**config.mk**
```make
export PLATFORM = sky130hd
export DESIGN_NAME = kernel_excursion_asid_owner
export DESIGN_NICKNAME = d
export VERILOG_FILES = /design/src/rtl/keao_pkg.sv /design/src/rtl/keao_scan.sv /design/src/rtl/kernel_excursion_asid_owner.sv
export VERILOG_INCLUDE_DIRS = /design/src /design/src/rtl
export SDC_FILE = /design/constraint.sdc
export NUM_CORES = 1
export LEC_CHECK = 0
export BUFFER_PORTS_ARGS = -buffer_cell sky130_fd_sc_hd__buf_4
export CORE_MARGIN = 2
export CORE_UTILIZATION = 40
export CTS_CLUSTER_SIZE = 30
export DETAILED_ROUTE_END_ITERATION = 16
export SYNTH_ARGS = -nofsm -noshare
export SYNTH_HDL_FRONTEND = slang
export SYNTH_SLANG_ARGS = --single-unit
```
**constraint.sdc**
```tcl
create_clock -name aclk -period 1.92 [get_ports aclk]
set_input_delay 0.096 -clock aclk [delete_from_list [all_inputs] [get_ports aclk]]
set_output_delay 0.096 -clock aclk [all_outputs]
set_load 0.02 [all_outputs]
```
**src/rtl/kernel_excursion_asid_owner_macros.svh**
```systemverilog
// ----------------------------------------------------------------------------
// Assertion macros for the kernel excursion ASID owner filter
// Each macro checks an implication on the rising edge of the given clock,
// disabled while the active-low reset is asserted.
// ----------------------------------------------------------------------------
`ifndef KERNEL_EXCURSION_ASID_OWNER_MACROS_SVH
`define KERNEL_EXCURSION_ASID_OWNER_MACROS_SVH

`ifndef SYNTH

// Same-cycle implication.
`define KEAO_ASSERT_IMPL(label, clk, rstn, ante, cons) \
    label: assert property (@(posedge clk) disable iff (!rstn) (ante) |-> (cons)) \
        else $error("keao assertion failed");

// Next-cycle implication.
`define KEAO_ASSERT_NEXT(label, clk, rstn, ante, cons) \
    label: assert property (@(posedge clk) disable iff (!rstn) (ante) |=> (cons)) \
        else $error("keao assertion failed");

`else

`define KEAO_ASSERT_IMPL(label, clk, rstn, ante, cons)
`define KEAO_ASSERT_NEXT(label, clk, rstn, ante, cons)

`endif

`endif

```
**src/rtl/keao_pkg.sv**
```systemverilog
// ----------------------------------------------------------------------------
// keao_pkg
// Shared types and constants of the kernel excursion ASID owner filter.
// ----------------------------------------------------------------------------
`default_nettype none

package keao_pkg;

    localparam int ASID_W      = 16;
    localparam int STORE_DEPTH = 8;
    localparam int ADDR_W      = $clog2(STORE_DEPTH);
    localparam int CNT_W       = $clog2(STORE_DEPTH + 1);
    localparam int THR_W       = 6;

    localparam logic [CNT_W-1:0] STORE_FULL      = CNT_W'(STORE_DEPTH);
    localparam logic [THR_W-1:0] STORM_THRESHOLD = THR_W'(8);

    typedef enum logic [1:0] {
        CMD_SEG_OPEN = 2'd0,
        CMD_USER     = 2'd1,
        CMD_KERNEL   = 2'd2,
        CMD_ASID_WR  = 2'd3
    } cmd_t;

    // Scan request toward the shared compare unit.
    typedef struct packed {
        logic              start;
        logic [ASID_W-1:0] value;
        logic [CNT_W-1:0]  count;
    } scan_req_t;

    // Scan answer: done pulses for one cycle, hit tells a match was found.
    typedef struct packed {
        logic done;
        logic hit;
    } scan_rsp_t;

    // Store write port.
    typedef struct packed {
        logic              en;
        logic [ADDR_W-1:0] addr;
        logic [ASID_W-1:0] data;
    } store_wr_t;

endpackage

`default_nettype wire

```
**src/rtl/keao_scan.sv**
```systemverilog
// ----------------------------------------------------------------------------
// keao_scan
// Distinct-value store with one shared comparator, walked one entry at a time.
// ----------------------------------------------------------------------------
`default_nettype none

module keao_scan
    import keao_pkg::*;
(
    input  wire logic      aclk,
    input  wire logic      aresetn,
    input  wire scan_req_t req,
    input  wire store_wr_t wr,
    output scan_rsp_t      rsp
);

    typedef enum logic [1:0] {
        SC_IDLE,
        SC_RD,
        SC_CMP
    } sc_state_t;

    sc_state_t         state_reg;
    logic [ADDR_W-1:0] idx_reg;
    logic [ASID_W-1:0] rd_data_reg;
    logic [ASID_W-1:0] store_mem [STORE_DEPTH];
    scan_rsp_t         rsp_reg;

    // Store: one write port, one registered read port addressed by the walker.
    always_ff @(posedge aclk) begin
        if (wr.en) begin
            store_mem[wr.addr] <= wr.data;
        end
        rd_data_reg <= store_mem[idx_reg];
    end

    always_ff @(posedge aclk) begin
        if (!aresetn) begin
            state_reg <= SC_IDLE;
            idx_reg   <= '0;
            rsp_reg   <= '0;
        end else begin
            rsp_reg <= '0;
            unique case (state_reg)
                SC_IDLE: begin
                    if (req.start) begin
                        idx_reg <= '0;
                        if (req.count == '0) begin
                            rsp_reg <= '{done: 1'b1, hit: 1'b0};
                        end else begin
                            state_reg <= SC_RD;
                        end
                    end
                end
                SC_RD: begin
                    // wait for the registered read
                    state_reg <= SC_CMP;
                end
                SC_CMP: begin
                    if (rd_data_reg == req.value) begin
                        rsp_reg   <= '{done: 1'b1, hit: 1'b1};
                        state_reg <= SC_IDLE;
                    end else if (({1'b0, idx_reg} + CNT_W'(1)) == req.count) begin
                        rsp_reg   <= '{done: 1'b1, hit: 1'b0};
                        state_reg <= SC_IDLE;
                    end else begin
                        idx_reg   <= idx_reg + ADDR_W'(1);
                        state_reg <= SC_RD;
                    end
                end
                default: begin
                    state_reg <= SC_IDLE;
                end
            endcase
        end
    end

    assign rsp = rsp_reg;

endmodule

`default_nettype wire

```
**src/rtl/kernel_excursion_asid_owner.sv**
```systemverilog
// ----------------------------------------------------------------------------
// kernel_excursion_asid_owner
// Trace filter deciding whether kernel blocks belong to the pinned ASID.
// ----------------------------------------------------------------------------
// Usage:
//   s_ channel: one transaction per trace event (s_cmd: segment open, user
//   block, kernel block, ASID write; s_asid_value: live or written ASID).
//   m_ channel: exactly one result transaction per event (keep, storm_now,
//   cut_flag, in_excursion).
//   cfg_ channel: writes the traced-process ASID; always ready, write only
//   while idle.
//   Segment open, user block, kernel block and ASID writes that are not
//   counted go through ST_DONE, which raises m_valid once the output
//   register is free. A counted ASID write first walks the distinct-value
//   store through one shared comparator, one stored entry at a time, for N
//   stored values (N up to 7, as the eighth value raises storm and ends
//   counting); a match ends the walk early.
//   One event at a time: s_ready is high only while idle, so a new event
//   is accepted only after the previous one has left ST_DONE.
//   The result register decouples the sides: a new event is accepted while
//   a result still waits; that event finishes once the result is taken.
//   Reset (aresetn low, synchronous) clears all excursion and owner state
//   and the traced ASID; the store contents need no clearing.
// ----------------------------------------------------------------------------
`default_nettype none

`include "kernel_excursion_asid_owner_macros.svh"

module kernel_excursion_asid_owner
    import keao_pkg::*;
(
    input  wire logic              aclk,
    input  wire logic              aresetn,
    // configuration write
    input  wire logic              cfg_valid,
    output logic                   cfg_ready,
    input  wire logic [ASID_W-1:0] cfg_wdata,
    // event input
    input  wire logic              s_valid,
    output logic                   s_ready,
    input  wire logic [1:0]        s_cmd,
    input  wire logic [ASID_W-1:0] s_asid_value,
    // result output
    output logic                   m_valid,
    input  wire logic              m_ready,
    output logic                   m_keep,
    output logic                   m_storm_now,
    output logic                   m_cut_flag,
    output logic                   m_in_excursion
);

    typedef enum logic [1:0] {
        ST_IDLE,
        ST_SCAN,
        ST_DONE
    } state_t;

    state_t            state_reg;

    // filter state
    logic [ASID_W-1:0] traced_asid_reg;
    logic              excursion_open_reg;
    logic              overlay_valid_reg;
    logic [ASID_W-1:0] overlay_asid_reg;
    logic              cut_seen_reg;
    logic [CNT_W-1:0]  distinct_count_reg;
    logic              storm_seen_reg;
    logic [ASID_W-1:0] entry_asid_reg;
    logic              owner_valid_reg;
    logic [ASID_W-1:0] last_user_asid_reg;

    // pending result and output register
    logic              keep_res_reg;
    logic              storm_res_reg;
    logic              m_valid_reg;
    logic              m_keep_reg;
    logic              m_storm_now_reg;
    logic              m_cut_flag_reg;
    logic              m_in_excursion_reg;

    // shared compare unit control
    logic              scan_start_reg;
    logic [ASID_W-1:0] value_reg;
    store_wr_t         store_wr_reg;
    scan_req_t         scan_req;
    scan_rsp_t         scan_rsp;

    cmd_t              cmd;
    logic [CNT_W-1:0]  count_inc;
    logic              s_accept;

    assign cmd       = cmd_t'(s_cmd);
    assign s_ready   = (state_reg == ST_IDLE);
    assign s_accept  = s_valid && s_ready;
    assign cfg_ready = 1'b1;
    assign count_inc = distinct_count_reg + CNT_W'(1);

    assign scan_req = '{start: scan_start_reg, value: value_reg, count: distinct_count_reg};

    keao_scan u_scan (
        .aclk    (aclk),
        .aresetn (aresetn),
        .req     (scan_req),
        .wr      (store_wr_reg),
        .rsp     (scan_rsp)
    );

    always_ff @(posedge aclk) begin
        if (!aresetn) begin
            state_reg          <= ST_IDLE;
            traced_asid_reg    <= '0;
            excursion_open_reg <= 1'b0;
            overlay_valid_reg  <= 1'b0;
            overlay_asid_reg   <= '0;
            cut_seen_reg       <= 1'b0;
            distinct_count_reg <= '0;
            storm_seen_reg     <= 1'b0;
            entry_asid_reg     <= '0;
            owner_valid_reg    <= 1'b0;
            last_user_asid_reg <= '0;
            keep_res_reg       <= 1'b0;
            storm_res_reg      <= 1'b0;
            m_valid_reg        <= 1'b0;
            scan_start_reg     <= 1'b0;
            store_wr_reg       <= '0;
        end else begin
            scan_start_reg  <= 1'b0;
            store_wr_reg.en <= 1'b0;

            if (cfg_valid && cfg_ready) begin
                traced_asid_reg <= cfg_wdata;
            end

            // drop the result once the receiver takes it; ST_DONE reloads it
            if (m_valid_reg && m_ready && (state_reg != ST_DONE)) begin
                m_valid_reg <= 1'b0;
            end

            unique case (state_reg)
                ST_IDLE: begin
                    if (s_accept) begin
                        keep_res_reg  <= 1'b0;
                        storm_res_reg <= 1'b0;
                        value_reg     <= s_asid_value;
                        state_reg     <= ST_DONE;
                        unique case (cmd)
                            CMD_SEG_OPEN: begin
                                // clear excursion, owner and last user ASID
                                excursion_open_reg <= 1'b0;
                                overlay_valid_reg  <= 1'b0;
                                overlay_asid_reg   <= '0;
                                cut_seen_reg       <= 1'b0;
                                distinct_count_reg <= '0;
                                storm_seen_reg     <= 1'b0;
                                entry_asid_reg     <= '0;
                                owner_valid_reg    <= 1'b0;
                                last_user_asid_reg <= '0;
                            end
                            CMD_USER: begin
                                // close any excursion and record the owner
                                excursion_open_reg <= 1'b0;
                                overlay_valid_reg  <= 1'b0;
                                overlay_asid_reg   <= '0;
                                cut_seen_reg       <= 1'b0;
                                distinct_count_reg <= '0;
                                storm_seen_reg     <= 1'b0;
                                last_user_asid_reg <= s_asid_value;
                                owner_valid_reg    <= 1'b1;
                            end
                            CMD_KERNEL: begin
                                if (!excursion_open_reg) begin
                                    // open a fresh excursion from the last user ASID
                                    excursion_open_reg <= 1'b1;
                                    overlay_valid_reg  <= 1'b0;
                                    overlay_asid_reg   <= '0;
                                    cut_seen_reg       <= 1'b0;
                                    distinct_count_reg <= '0;
                                    storm_seen_reg     <= 1'b0;
                                    entry_asid_reg     <= last_user_asid_reg;
                                    keep_res_reg       <= owner_valid_reg &&
                                        (last_user_asid_reg == traced_asid_reg);
                                end else begin
                                    keep_res_reg <= owner_valid_reg &&
                                        (entry_asid_reg == traced_asid_reg) &&
                                        !cut_seen_reg;
                                end
                            end
                            CMD_ASID_WR: begin
                                if (excursion_open_reg) begin
                                    // restore, overlay or cut
                                    if (s_asid_value != entry_asid_reg) begin
                                        if (!overlay_valid_reg) begin
                                            overlay_valid_reg <= 1'b1;
                                            overlay_asid_reg  <= s_asid_value;
                                        end else if (s_asid_value != overlay_asid_reg) begin
                                            cut_seen_reg <= 1'b1;
                                        end
                                    end
                                    // count distinct values until the storm is raised
                                    if (!storm_seen_reg) begin
                                        scan_start_reg <= 1'b1;
                                        state_reg      <= ST_SCAN;
                                    end
                                end
                            end
                            default: begin
                                state_reg <= ST_DONE;
                            end
                        endcase
                    end
                end
                ST_SCAN: begin
                    if (scan_rsp.done) begin
                        if (!scan_rsp.hit && (distinct_count_reg < STORE_FULL)) begin
                            store_wr_reg.en    <= 1'b1;
                            store_wr_reg.addr  <= distinct_count_reg[ADDR_W-1:0];
                            store_wr_reg.data  <= value_reg;
                            distinct_count_reg <= count_inc;
                            if ({{(THR_W-CNT_W){1'b0}}, count_inc} >= STORM_THRESHOLD) begin
                                storm_seen_reg <= 1'b1;
                                storm_res_reg  <= 1'b1;
                            end
                        end
                        state_reg <= ST_DONE;
                    end
                end
                ST_DONE: begin
                    // hold the result until the output register is free
                    if (!m_valid_reg || m_ready) begin
                        m_valid_reg        <= 1'b1;
                        m_keep_reg         <= keep_res_reg;
                        m_storm_now_reg    <= storm_res_reg;
                        m_cut_flag_reg     <= cut_seen_reg;
                        m_in_excursion_reg <= excursion_open_reg;
                        state_reg          <= ST_IDLE;
                    end
                end
                default: begin
                    state_reg <= ST_IDLE;
                end
            endcase
        end
    end

    assign m_valid        = m_valid_reg;
    assign m_keep         = m_keep_reg;
    assign m_storm_now    = m_storm_now_reg;
    assign m_cut_flag     = m_cut_flag_reg;
    assign m_in_excursion = m_in_excursion_reg;

    // One event at a time: an accepted transaction blocks the next cycle.
    `KEAO_ASSERT_NEXT(a_one_at_a_time, aclk, aresetn, s_valid && s_ready, !s_ready)
    // The distinct count never passes the store depth.
    `KEAO_ASSERT_IMPL(a_count_bound, aclk, aresetn, 1'b1, distinct_count_reg <= STORE_FULL)
    // Storm and cut belong to an open excursion.
    `KEAO_ASSERT_IMPL(a_storm_in_exc, aclk, aresetn, storm_seen_reg, excursion_open_reg)
    `KEAO_ASSERT_IMPL(a_cut_after_overlay, aclk, aresetn, cut_seen_reg, overlay_valid_reg)
    // A store write only follows a scan that missed.
    `KEAO_ASSERT_NEXT(a_write_after_miss, aclk, aresetn,
                      scan_rsp.done && scan_rsp.hit, !store_wr_reg.en)

endmodule

`default_nettype wire
```
Word level (Yosys, flattened, before mapping)
Memories as Yosys holds them, arrays and structs flattened. A register that Yosys moved wholly into a read port is not among the register bits.
Index checks and enable logic that the tools add are counted.
{ "word_totals": {"reg_bits": 126, "ram_bits": 128, "in_bits": 39, "out_inout_bits": 7, "wordCells": 166, "n_memories": 1} }
{ "memory_table": {"columns": ["memory", "words", "word_bits", "read_ports", "rd_ports_with_merged_regs", "wr", "line_no", "source"], "rows": [
  ["u_scan.store_mem", 8, 16, 1, 1, 1, "keao_scan.sv:26", "logic [ASID_W-1:0] store_mem [STORE_DEPTH];"]
]} }
{ "op_classes": {"addsub": 3, "order_cmp": 2, "n_eq_ne": 31, "muxes": 63, "n_reduce_logical": 39} }
{ "op_table": {"columns": ["op", "n"], "rows": [
  ["16-bit 2-to-1 mux", 5],
  ["16-bit one-hot mux with 2 select lines", 2],
  ["16-bit == test", 3],
  ["16-bit one-hot mux with 3 select lines", 1],
  ["16-bit inequality test", 2],
  ["2-bit inequality test, second input constant", 14],
  ["2-bit 2-to-1 mux", 13],
  ["1-bit 2-to-1 mux", 21],
  ["3-bit AND reduction", 7],
  ["20-bit 2-to-1 mux", 1],
  ["4-bit 2-to-1 mux", 4],
  ["4-bit one-hot mux with 2 select lines", 2],
  ["5-bit AND reduction", 3],
  ["7-bit AND reduction", 2],
  ["2-bit one-hot mux with 3 select lines", 2],
  ["6-bit AND reduction", 2],
  ["1-bit one-hot mux with 2 select lines", 5],
  ["2-bit nonzero test", 5],
  ["3-bit 2-to-1 mux", 3],
  ["2-bit == test, second input constant", 4],
  ["4-bit AND reduction", 2],
  ["1-bit logical AND", 7],
  ["2-bit by 1-bit == test with 1-bit output, second input constant", 3],
  ["2-bit zero test", 3],
  ["other kinds (17)", 22]
]} }

Longest topological paths before layout
Gate-level depths: netlist of the first run.
{ "logic_depth": {"word_depth": 6, "mapped_depth": 8, "depth_no_buf": 6} }

Cells and area by module
From an unflattened synthesis of the first run, not the netlist that was laid out.
{ "unflattened": {"cells_unflattened": 792, "area_unflattened_um2": 11019.3} }
{ "modules_own_cells": {"columns": ["module", "instances", "cells_per_inst", "area_each_um2", "seq_area_each_um2"], "rows": [
  ["keao_scan", 1, 285, 5876.9, 4304.1],
  ["kernel_excursion_asid_owner", 1, 507, 5142.4, 2582.5]
]} }

Least setup slack after synthesis of the first run
OpenSTA, ideal clock, no wires.
{ "synth_timing": {"kind": "register -> register", "startpoint": "register store_wr_reg[18] in the netlist's numbering", "endpoint": "memory u_scan.store_mem[0][0], enable pin", "setup_ns": 0.409, "t_arrival_ns": 1.618, "required_time_ns": 1.511, "path_slack_ns": -0.107, "path_stages_with_launch": 3, "n_path_buf": 0, "period_less_slack_ns": 2.027, "cell_sequence": "dfxtp_1 nand2b_1 nor3_1"} }
{ "synth_lines": {"columns": ["item", "line_no", "source"], "rows": [
  ["start, declared", "kernel_excursion_asid_owner.sv:84", "store_wr_t store_wr_reg;"],
  ["end, declared", "keao_scan.sv:26", null]
]} }
Straight into the memory's write port.

Final worst setup path of the first run
{ "layout_timing": {"startpoint": "register entry_asid_reg[5]", "endpoint": "register overlay_asid_reg[5]"} }
{ "layout_via": {"elab_chain_len": 3} }
{ "layout_lines": {"columns": ["item", "line_no", "source"], "rows": [
  ["start, declared", "kernel_excursion_asid_owner.sv:68", "logic [ASID_W-1:0] entry_asid_reg;"],
  ["start signal, assigned", "kernel_excursion_asid_owner.sv:179", "entry_asid_reg <= last_user_asid_reg;"],
  ["16-bit inequality test", "kernel_excursion_asid_owner.sv:191", "if (s_asid_value != entry_asid_reg) begin"],
  ["2-bit inequality test (no source line)", null, null],
  ["6-bit AND reduction (no source line)", null, null],
  ["end signal, assigned", "kernel_excursion_asid_owner.sv:194", "overlay_asid_reg <= s_asid_value;"],
  ["end, declared", "kernel_excursion_asid_owner.sv:64", "logic [ASID_W-1:0] overlay_asid_reg;"]
]} }
No other way between the ends.
A chain may end at the register's enable or synchronous reset.

==> results.md, run 1 <==
- The total count of max-transition violations in the final report came to 0.
- The initial utilization of the core area, before any placement, comes to 0.405.
- The endpoint arrival time on the critical path is 2.27 ns.
- The die is between 150 and 200 um wide.
- The number of antenna diodes in the final layout is 0.
- Setup violations remaining at the end of the flow were counted as 0.
- The height of the chip is around 170 um.
- Among all flip-flop cells after synthesis, the most frequent one is edfxtp_1.
- The synthesized design contains 270 register bits.
- The adder and majority gate portion of the synthesized area is 0.00344.
- The final weighted congestion in routability-driven placement is 0.753.
- The DRC violation count after routing is 0.
- The maximum net fanout on the critical path is 8.
- The buffer levels on the longest clock path is 3.
- The number of clock buffers added by TritonCTS is 29.
- The die outline area is roughly 0.029 sq mm.
- The via count of the first global-routing pass came to 6541.
- The overall routing resource usage is 0.169.
- The fraction of the mapped netlist area in simple logic gates is 0.0993.
- Max-cap violations in this run came to 0.
- The biggest cell delay along the critical path is 0.33 ns.
- Dividing the detail-routed via count by the number of cells gives 5.07.
- The number of clock sinks is 270.
- In this run the tool buffered the top-level ports with 44 buffer cells.
- For this run, the post-layout net count is 947.
- The clock skew after layout is 0.00841 ns.
- The final critical delay including setup and external delays is 1.81 ns.
- TritonCTS built the clock tree.
- The share of synthesized registers carrying an async set or reset is 0.
- The final number of hold-violating endpoints was 0.
- The post-layout total power is 12.3 mW.
- The compound-gate portion of the synthesized area is 0.0583.
- The sequential element share of the synthesized area is 0.632.
- Of the cells placed in the final design, the portion with a size suffix greater than 1 is 0.213.
- For this run, the detailed router's first-pass iteration total came to 4.
- Synthesis handed over a netlist of between 700 and 800 instances.
- The placed cell area is 0.0118 sq mm.
- Along the worst hold path, the cell count comes to 3.
- The capturing element type of the critical path is a flip-flop.
- Counting cells, the worst reg-to-reg path comes to 7.
- The filler cells instantiated in the layout total between 2000 and 2500.
- Pin placement for this block handled 46 I/O pins.
- The top achievable clock speed is 0.552 GHz.
- The routed layout has between 6000 and 7000 vias.
- The overflow left after global routing is 0.
- In this run the number of H-tree levels came out at 1.
- Summed over all cells, the static leakage comes to approximately 4.8 nW.
- After synthesis, the largest family of logic cells by area is multiplexers.
- The first global-routing pass estimated 37.3 mm of wire.
- Measured against the total synthesized area, the mux share comes to 0.114.
- Setup repair after global routing left no endpoint under its margin.
- The total power divided by cell area is around 940 mW/mm^2.
- Entering global routing, the biggest net connects 37 pins.
- The routed length per placed instance is roughly 18 um.
- For the final routed database, the setup TNS stands at 0 ns.
- The clock latency on the worst-skew pair is 0.54 ns.
- The routed design has 23.4 mm of wire.
- The cell area after synthesis is 0.0109 sq mm.
- The site row count is 60.
- The synthesized area per cell is between 10 and 15 sq um.
- The clock-pin transition on the worst setup and hold timing paths is approximately 0.060 ns.
- The placeable core region is 0.0269 sq mm.
- The count of nets left with antenna violations once routing finished came out at 0.
- Relative to the synthesized area, the layout overhead comes to 20.7%.
- The worst setup path is of the flip-flop to flip-flop kind.
- The worst vdd rail ir drop is about 710 uV.
- The run finished with clean final reports.
- In this run the tightest slew margin relative to its limit is 0.598.
- The synthesized netlist contains 57 unique library cells.
- The largest individual stage delay along the critical path comes from the cell dfxtp_1.
- The critical path required time is 2.38 ns.
- The startpoint type of the worst setup path is a flip-flop.
- The cell sitting at the root of the clock tree is a clkbuf_16.
- The number of antenna violations at the first check in global routing was 0.
- The number of nets handed over by synthesis was 837.
- The commonest non-fill, non-tap cell in the layout is edfxtp_1.
- The final design area excluding fillers is about 0.013 sq mm.
- Counting flops with a built-in enable in the synthesized netlist gives 148.
- The final clock period utilization by the worst path is 0.943.
- During synthesis, Yosys emitted a total of 0 warnings.
- In the layout the commonest cells are 148 x edfxtp_1, 120 x dfxtp_1, 99 x nand2_1.
- Of the total synthesized cell area, the portion taken by XOR and XNOR cells is 0.0707.
- The kind of path behind the tightest hold check is input port to flip-flop.
- The HPWL after detailed placement is 15.2 mm.
- The transition at the pin with the smallest max-transition slack is 0.603 ns.
- The signal on the critical path passes through xnor2_1 > nand4_1 > nor4_2 > a41oi_2 > o21ai_4 > buf_12 > mux2i_1.
- The register with the most flip-flops in the layout has 128 of them.
- The number of DRC violations after detailed-routing iteration 0 is ~400.
## area by class of cell
cell class | instances | area [sq um] | area share
tap | 341 | 427 | 0.0324
sequential | 270 | 6890 | 0.524
clock inverter | 21 | 178 | 0.0135
clock buffer | 33 | 751 | 0.0571
inverter | 6 | 22.5 | 0.00171
multi-input combinational | 474 | 3790 | 0.288
timing repair buffer | 124 | 1100 | 0.0833
## worst max-delay path: cells and delay by family, from the launching register on
kind	cells	cell delay, ns
DFF	1	0.33
and+or+nand+nor	2	0.46
muxes	1	0.21
buffers and inverters	1	0.17
AOI/OAI and AO/OA	2	0.35
xor gates and xnor gates	1	0.22
## stage by stage
stage                     utilization  std cells  hold WS [ns]  worst slack [ns]
final                           0.489       1269        0.0291             0.109
after CTS                       0.487       1264       0.00325            0.0132
after floorplan                     -        795         0.195             0.230
after detailed placement        0.439       1174         0.345            0.0472
after global placement          0.439       1174         0.342            0.0567
after global routing            0.489       1269        0.0309           0.00970
## synth_stat cells, types with 2 or more instances
cell type | instances | share of area
a21boi_1 | 36 | 0.025
a21oi_1 | 3 | 0.0014
a22o_1 | 17 | 0.014
a41o_1 | 2 | 0.0018
a41oi_1 | 2 | 0.0016
and2_1 | 6 | 0.0034
and3_1 | 4 | 0.0023
and4b_1 | 2 | 0.0018
buf_2 | 14 | 0.0064
buf_4 | 3 | 0.0021
clkbuf_1 | 25 | 0.0086
dfxtp_1 | 122 | 0.22
edfxtp_1 | 148 | 0.41
ha_1 | 3 | 0.0034
inv_1 | 4 | 0.0014
mux2_2 | 16 | 0.017
mux2i_1 | 33 | 0.030
mux4_2 | 32 | 0.066
nand2_1 | 99 | 0.034
nand2b_1 | 7 | 0.0040
nand3_1 | 23 | 0.011
nand4_1 | 13 | 0.0075
nand4b_1 | 2 | 0.0016
nor2_1 | 20 | 0.0069
nor2b_1 | 19 | 0.011
nor3_1 | 5 | 0.0023
nor3b_1 | 3 | 0.0021
nor4_1 | 9 | 0.0052
o21a_1 | 3 | 0.0021
o21ai_0 | 2 | 0.00092
o21ai_1 | 5 | 0.0023
o21bai_1 | 2 | 0.0014
xnor2_1 | 47 | 0.038
xor2_1 | 41 | 0.033
## worst paths after layout
check	start	end	slack, ns
worst max-delay path	entry_asid_reg[5]	overlay_asid_reg[5]	0.11
worst min-delay path	cfg_valid	traced_asid_reg[13]	0.03
worst max register to register	entry_asid_reg[5]	overlay_asid_reg[5]	0.11
worst min register to register	keep_res_reg	m_keep	0.43
## what timing repair did
item | in CTS | in global routing
hold buffers | 36 | 0
endpoints found under the setup margin | 0 | 20
setup buffers | 0 | 5
hold endpoints to repair | 72 | 0
resized for setup | 0 | 3
## metal layers
metal,vias up,GRT usage,part of all wire
met5,-,0,0
met4,0,0.0420,0.021
met3,29,0.0220,0.040
met2,118,0.293,0.50
met1,3173,0.224,0.44
li1,3109,-,-
## kinds of logic after synthesis
logic type	Yosys count
AOI/OAI and AO/OA	81
buffers and inverters	51
muxes	82
DFF	270
xor gates and xnor gates	88
other	1
adders and majority gates	3
and+or+nand+nor	219
## power by group
part | total (mW) | internal [mW] | switching, mW | leakage, nW
Sequential | 6.20 | 6.13 | 0.0723 | 2.37
Clock | 5.38 | 3.10 | 2.28 | 0.455
Combinational | 0.739 | 0.383 | 0.356 | 1.94
(Power assumes the default switching activity.)
==> run 2: changes to the inputs <==
Settings changed: REMOVE_ABC_BUFFERS set to 1.
==> results.md, run 2 (same netlist as run 1, synthesis figures left out) <==
- The site row count was 60 (unchanged).
- Setup repair after global routing left no endpoint under its margin.
- The number of clock sinks is 270 (unchanged).
- The startpoint type of the worst setup path is a flip-flop.
- The detailed-router iteration count before antenna repair is 5 (+1).
- The top achievable clock speed is 0.533 GHz (-3.4%).
- The clock-pin transition on the worst setup and hold timing paths was 0.06 ns (about the same).
- The kind of path behind the tightest hold check is input port to flip-flop.
- The number of buffers created by CTS is 28 (-3.4%).
- The critical path required time is 2.39 ns (about the same).
- The number of standard cells in the layout, taps in and fillers out is 1264 (-0.39%).
- The headroom to the max-slew limit is 0.477 (-0.121).
- The die extent in x is 169 um (unchanged).
- The final clock period utilization by the worst path is 0.976 (+0.0329).
- The total count of max-transition violations in the final report is 0 (unchanged).
- The transition at the pin with the smallest max-transition slack is 0.785 ns (+0.182 ns).
- The fraction of final layout cells with drive strength greater than 1 is 0.206 (-0.00751).
- The capturing element type of the critical path is a flip-flop.
- On the critical path, the stage with the largest delay is an instance of nor4_4.
- The endpoint arrival time on the critical path is 2.34 ns (+0.07 ns).
- The largest net degree at the start of global routing is 68 (+84%).
- The post-layout total power is 11.9 mW (-3.3%).
- The internal cell power is 9.32 mW (-3.0%).
- The number of maximum-capacitance constraint violations is 0 (unchanged).
- The proportion of total power due to net switching was 0.217 (-0.00262).
- The number of DRC violations after detailed-routing iteration 0 is 448 (+13%).
- In the layout the commonest cells are 148 x edfxtp_1, 116 x dfxtp_1, 99 x nand2_1.
- The root buffer cell is clkbuf_16.
- The final antenna-violating net count is 0 (unchanged).
- The die outline area is 0.0286 sq mm (unchanged).
- The number of flip-flops in the largest register is 128 (unchanged).
- The share of total power in sequential cells came to 0.521 (+0.018).
- From synthesis to final layout, the design area changed by 19.9%.
- The deepest level of the CTS H-tree was 1 (unchanged).
- The count of input and output buffers is 44 (unchanged).
- The total power divided by cell area is 911 mW/mm^2 (-2.7%).
- The DRC violation count after routing is 0 (unchanged).
- The total wirelength of the detailed-routed design is 23.6 mm (+0.71%).
- The clock network power share is 0.418 (-0.019).
- The overflow left after global routing came to 0 (unchanged).
- The total net switching power is 2.59 mW (-4.5%).
- The run finished with clean final reports.
- The final critical delay including setup and external delays is 1.87 ns (+0.0632 ns).
- The routed length per placed instance is 18.7 um (+1.1%).
- The combinational power share is 0.061 (about the same).
- The final net count is 943 (-0.42%).
- The maximum net fanout on the critical path is 8 (unchanged).
- The final number of hold-violating endpoints is 0 (unchanged).
- The worst vdd rail ir drop is 517 uV (-27%).
- The biggest cell delay along the critical path is 0.37 ns (+0.04 ns).
- The via count of the first global-routing pass is 6424 (-1.8%).
- The critical path goes through xnor2_1 > nand3_1 > nor4_4 > a41oi_2 > o21ai_4 > clkbuf_16 > mux2i_1.
- The clock latency on the worst-skew pair is 0.54 ns (about the same).
- The number of top-level pins is 46 (unchanged).
- The accumulated negative setup slack is 0 ns (unchanged).
- The final weighted congestion in routability-driven placement is 0.810 (+7.7%).
- The final core utilization is 0.486 (-0.00317).
- The number of antenna violations at the first check in global routing came to 0 (unchanged).
- The height of the chip came to 169 um (unchanged).
- The library cell used most frequently in the layout, excluding fill and tap cells, is edfxtp_1.
- The starting utilization of the core area is 0.405 (unchanged).
- The overall routing resource usage is 0.169 (+0.000753).
- The number of diodes added for antenna fixing came to 0 (unchanged).
- The number of cells traversed by the worst register-to-register path came to 7 (unchanged).
- The placeable core region came to 0.0269 sq mm (unchanged).
- The fill cell total of the finished layout came to 2393 (+0.67%).
- The area used by multi-input combinational logic is 0.00383 sq mm (+1.1%).
- The cell leakage power is 4.73 nW (-0.67%).
- The type of the worst setup path is flip-flop to flip-flop.
- The HPWL after detailed placement was 14.9 mm (-2.1%).
- The footprint of the flip-flops and latches is 0.00689 sq mm (about the same).
- The buffer levels on the longest clock path is 3 (unchanged).
- The worst hold path cell count is 3 (unchanged).
- The via density per instance is 5.07 (about the same).
- The number of vias after detailed routing is 6408 (-0.33%).
- The clock tree from TritonCTS is built.
- The count of placed standard cells including taps is 1174 (unchanged).
- The global-route wire length before repair came to 37.4 mm (+0.41%).
- The clock skew after layout is 0.0109 ns (+0.00253 ns).
- The total setup violations reported at the end of the flow came to 0 (unchanged).
-- run 2: cell types whose count changed in the layout (fill, tap and decap cells not counted), moves of 4 or more --
cell,before,now
inv_6,4,0
dfxtp_2,2,6
clkbuf_1,3,7
clkinv_2,8,4
dfxtp_1,120,116
clkinv_1,4,10
-- run 2: cell type report --
type | instances | area share
flip-flops and latches | 270 | 0.528
multi-input cells | 474 | 0.293
repair buffers | 121 | 0.0806
inverters | 6 | 0.00172
clock buffers | 38 | 0.0596
well taps | 341 | 0.0326
clock inverters | 14 | 0.00469
-- run 2: path summary, 6_finish.rpt --
kind                               end  slack, ns               from
hold reg to reg                 m_keep       0.44       keep_res_reg
setup / recovery  overlay_asid_reg[10]       0.05  entry_asid_reg[9]
hold / removal      traced_asid_reg[3]       0.03          cfg_valid
setup reg to reg  overlay_asid_reg[10]       0.05  entry_asid_reg[9]
-- run 2: through the flow --
step | hold slack [ns] | worst slack (ns) | area, sq um
after floorplan | 0.195 | -1.19 | 10700
after global placement | 0.339 | -0.0506 | 11800
after detailed placement | 0.342 | -0.0709 | 11800
after CTS | 0.00958 | 0.0173 | 13000
after global routing | 0.0295 | 0.00322 | 13100
final | 0.0327 | 0.0453 | 13100
-- run 2: critical path, delay by kind of cell, from the launching register on --
kind | cells | cell delay [ns]
compound gates | 2 | 0.35
xor+xnor | 1 | 0.19
mux | 1 | 0.17
simple gates | 2 | 0.54
flops | 1 | 0.34
buf+inv | 1 | 0.21
-- run 2: power by group through the flow --
stage | logic [mW] | clock network, mW | registers (mW)
final | 0.727 | 4.98 | 6.20
after global routing | 0.792 | 5.34 | 6.21
after CTS | 0.719 | 5.11 | 6.20
after detailed placement | 0.657 | 0 | 6.32
after global placement | 0.657 | 0 | 6.32
after floorplan | 0.349 | 0 | 6.33
-- run 2: metal layers --
metal,part of all wire,global-route usage,vias up
met5,0,0,-
met4,0.014,0.0405,0
li1,-,-,3095
met1,0.46,0.231,3168
met3,0.040,0.0281,26
met2,0.49,0.285,119
-- run 2: timing repair --
action	in CTS	in global routing
pin swaps	0	4
resized for setup	3	9
endpoints found under the hold margin	85	0
hold buffers	36	0
gates cloned	0	1
buffers inserted	0	1
endpoints found under the setup margin	19	16
==> run 3: changes to the inputs <==
Settings changed: CORE_ASPECT_RATIO set to 1.4.
==> results.md, run 3 (same netlist as run 1, synthesis figures left out) <==
- The number of vias after detailed routing came to 6529 (+1.9%).
- The total wirelength of the detailed-routed design is 24.3 mm (+3.1%).
- The flow ran to the end, and the final reports show no timing, DRC or antenna violations.
- The final antenna-violating net count is 0 (unchanged).
- The number of DRC violations after detailed-routing iteration 0 is 349 (-22%).
- The number of maximum-capacitance constraint violations is 0 (unchanged).
- The library cells used most frequently in the layout, excluding fill and tap cells, are 148 x edfxtp_1, 119 x dfxtp_1, 99 x nand2_1.
- The number of antenna violations at the first check in global routing is 0 (unchanged).
- The number of diodes added for antenna fixing was 0 (unchanged).
- The die extent in x came to 144 um (-15%).
- The height of the chip is 199 um (+18%).
- The detailed-router iteration count before antenna repair came to 6 (+1).
- The number of flip-flops in the largest register is 128 (unchanged).
- The deepest level of the CTS H-tree came to 1 (unchanged).
- Relative to the synthesized area, the layout overhead comes to 22.2%.
- The total setup violations reported at the end of the flow is 0 (unchanged).
- The site row count is 71 (+18%).
- The footprint of the flip-flops and latches is 0.00689 sq mm (about the same).
- The via density per instance is 5.05 (-0.40%).
- TritonCTS built the clock tree.
- The overflow left after global routing is 0 (unchanged).
- The largest net degree at the start of global routing is 37 (-46%).
- The number of buffers created by CTS is 26 (-7.1%).
- The worst vdd rail ir drop is 710 uV (+37%).
- The final critical delay including setup and external delays is 1.89 ns (+0.0168 ns).
- The fraction of final layout cells with drive strength greater than 1 came to 0.226 (+0.0204).
- The global-route wire length before repair is 38.4 mm (+2.5%).
- The routed length per placed instance came to 18.8 um (+0.77%).
- The final clock period utilization by the worst path was 0.985 (+0.00875).
- The clock-pin transition on the worst setup and hold timing paths is 0.06 ns (about the same).
- The final net count is 950 (+0.74%).
- The worst setup path is launched from a flip-flop.
- The endpoint arrival time on the critical path came to 2.35 ns (about the same).
- The type of the worst setup path is flip-flop to flip-flop.
- The register-to-register setup slack is 0.03 ns (-0.02 ns).
- The fill cell total of the finished layout is 2425 (+1.3%).
- The commonest non-fill, non-tap cell in the layout is edfxtp_1.
- The critical path required time came to 2.38 ns (about the same).
- In this run the most critical hold path is launched from s_valid.
- The maximum net fanout on the critical path is 7 (-1).
- The count of input and output buffers came to 44 (unchanged).
- The total count of max-transition violations in the final report came to 0 (unchanged).
- The DRC violation count after routing came to 0 (unchanged).
- The starting utilization of the core area is 0.406 (+0.000719).
- The capturing element type of the critical path is a flip-flop.
- The placeable core region was 0.0268 sq mm (-0.18%).
- The number of top-level pins is 46 (unchanged).
- The path with the worst hold slack has its endpoint at storm_res_reg.
- The number of clock sinks is 270 (unchanged).
- The cell leakage power was 4.84 nW (+2.4%).
- The area used by multi-input combinational logic was 0.00386 sq mm (+0.78%).
- The clock skew after layout is 0.0104 ns (-0.000560 ns).
- The startpoint identified for the worst register-to-register timing path is value_reg[6].
- The die outline area is 0.0286 sq mm (about the same).
- The final number of hold-violating endpoints was 0 (unchanged).
- The end of the worst register-to-register path is u_scan.idx_reg[0].
- The via count of the first global-routing pass is 6885 (+7.2%).
- The kind of path behind the tightest hold check is input port to flip-flop.
- The hold slack was 0.0351 ns (+0.00238 ns).
- The tree is rooted in a clkbuf_16.
- The post-layout total power was 12.6 mW (+5.7%).
- The buffer levels on the longest clock path was 3 (unchanged).
- The worst hold path cell count is 4 (+1).
- The number of cells traversed by the worst register-to-register path was 7 (unchanged).
- The top achievable clock speed is 0.529 GHz (-0.89%).
- Setup repair after global routing left no endpoint under its margin.
- The final weighted congestion in routability-driven placement was 0.770 (-4.9%).
- The HPWL after detailed placement is 15.9 mm (+6.6%).
- The clock latency on the worst-skew pair came to 0.52 ns (-0.02 ns).
- The overall routing resource usage came to 0.176 (+0.00691).
- The total power divided by cell area came to 945 mW/mm^2 (+3.7%).
-- run 3: area by class of cell --
type / count / share of cell area
flip-flops and latches: 270 / 0.517
multi-input cells: 474 / 0.290
repair buffers: 130 / 0.0845
clock buffers: 29 / 0.0520
well taps: 365 / 0.0343
clock inverters: 19 / 0.0202
inverters: 6 / 0.00169
-- run 3: report_power, final --
| group | total (mW) | switching [mW] | internal (mW) |
|---|---|---|---|
| clock | 5.62 | 2.20 | 3.43 |
| sequential | 6.20 | 0.0714 | 6.13 |
| combinational | 0.771 | 0.378 | 0.393 |
-- run 3: what timing repair did --
action                                  4_1_cts  5_1_grt
pin swaps                                     4       11
endpoints found under the setup margin       16       19
resized for setup                             6        6
setup buffers                                 0        2
hold buffers                                 35        0
endpoints found under the hold margin        69        0
-- run 3: per-layer routing --
layer  up-vias  routed length (um)  share of wire  track usage
met5         -                   0              0            0
met4         0                 782          0.032       0.0635
met3        49                 647          0.027       0.0197
met2       117               13300           0.55        0.328
met1      3255                9570           0.39        0.208
li1       3108                   -              -            -
-- run 3: worst max-delay path by stage --
stage,start,to,cells after the start,slack [ns]
2_1_floorplan,u_scan.idx_reg[0],u_scan.idx_reg[0],6,-1.19
3_3_place_gp,value_reg[1],u_scan.idx_reg[2],7,-0.24
3_5_place_dp,value_reg[1],u_scan.idx_reg[2],7,-0.26
4_1_cts,value_reg[1],u_scan.idx_reg[2],7,0.02
5_1_grt,value_reg[14],u_scan.idx_reg[2],7,0.00007
6_report,value_reg[6],u_scan.idx_reg[0],7,0.03
-- run 3: worst max-delay path, cell delays in order, from the launching register on --
cell and delay (ns):
edfxtp_1 0.45, xnor2_2 0.18, nand4_1 0.18, nor4_4 0.08
buf_4 0.15, a41o_4 0.26, or4_1 0.46, nand3_1 0.08
-- run 3: per-stage QoR --
| step | cells | instance area [sq um] | TNS [ns] | worst slack [ns] | utilization |
|---|---|---|---|---|---|
| finish | 1293 | 13300 | 0 | 0.0285 | 0.496 |
| floorplan | 750 | 10700 | -17.92 | -1.19 | - |
| global placement | 1208 | 11900 | -0.920 | -0.244 | 0.444 |
| detailed placement | 1208 | 11900 | -0.885 | -0.257 | 0.444 |
| CTS | 1291 | 13300 | 0 | 0.0167 | 0.495 |
| global route | 1293 | 13300 | 0 | 0.0000682 | 0.496 |
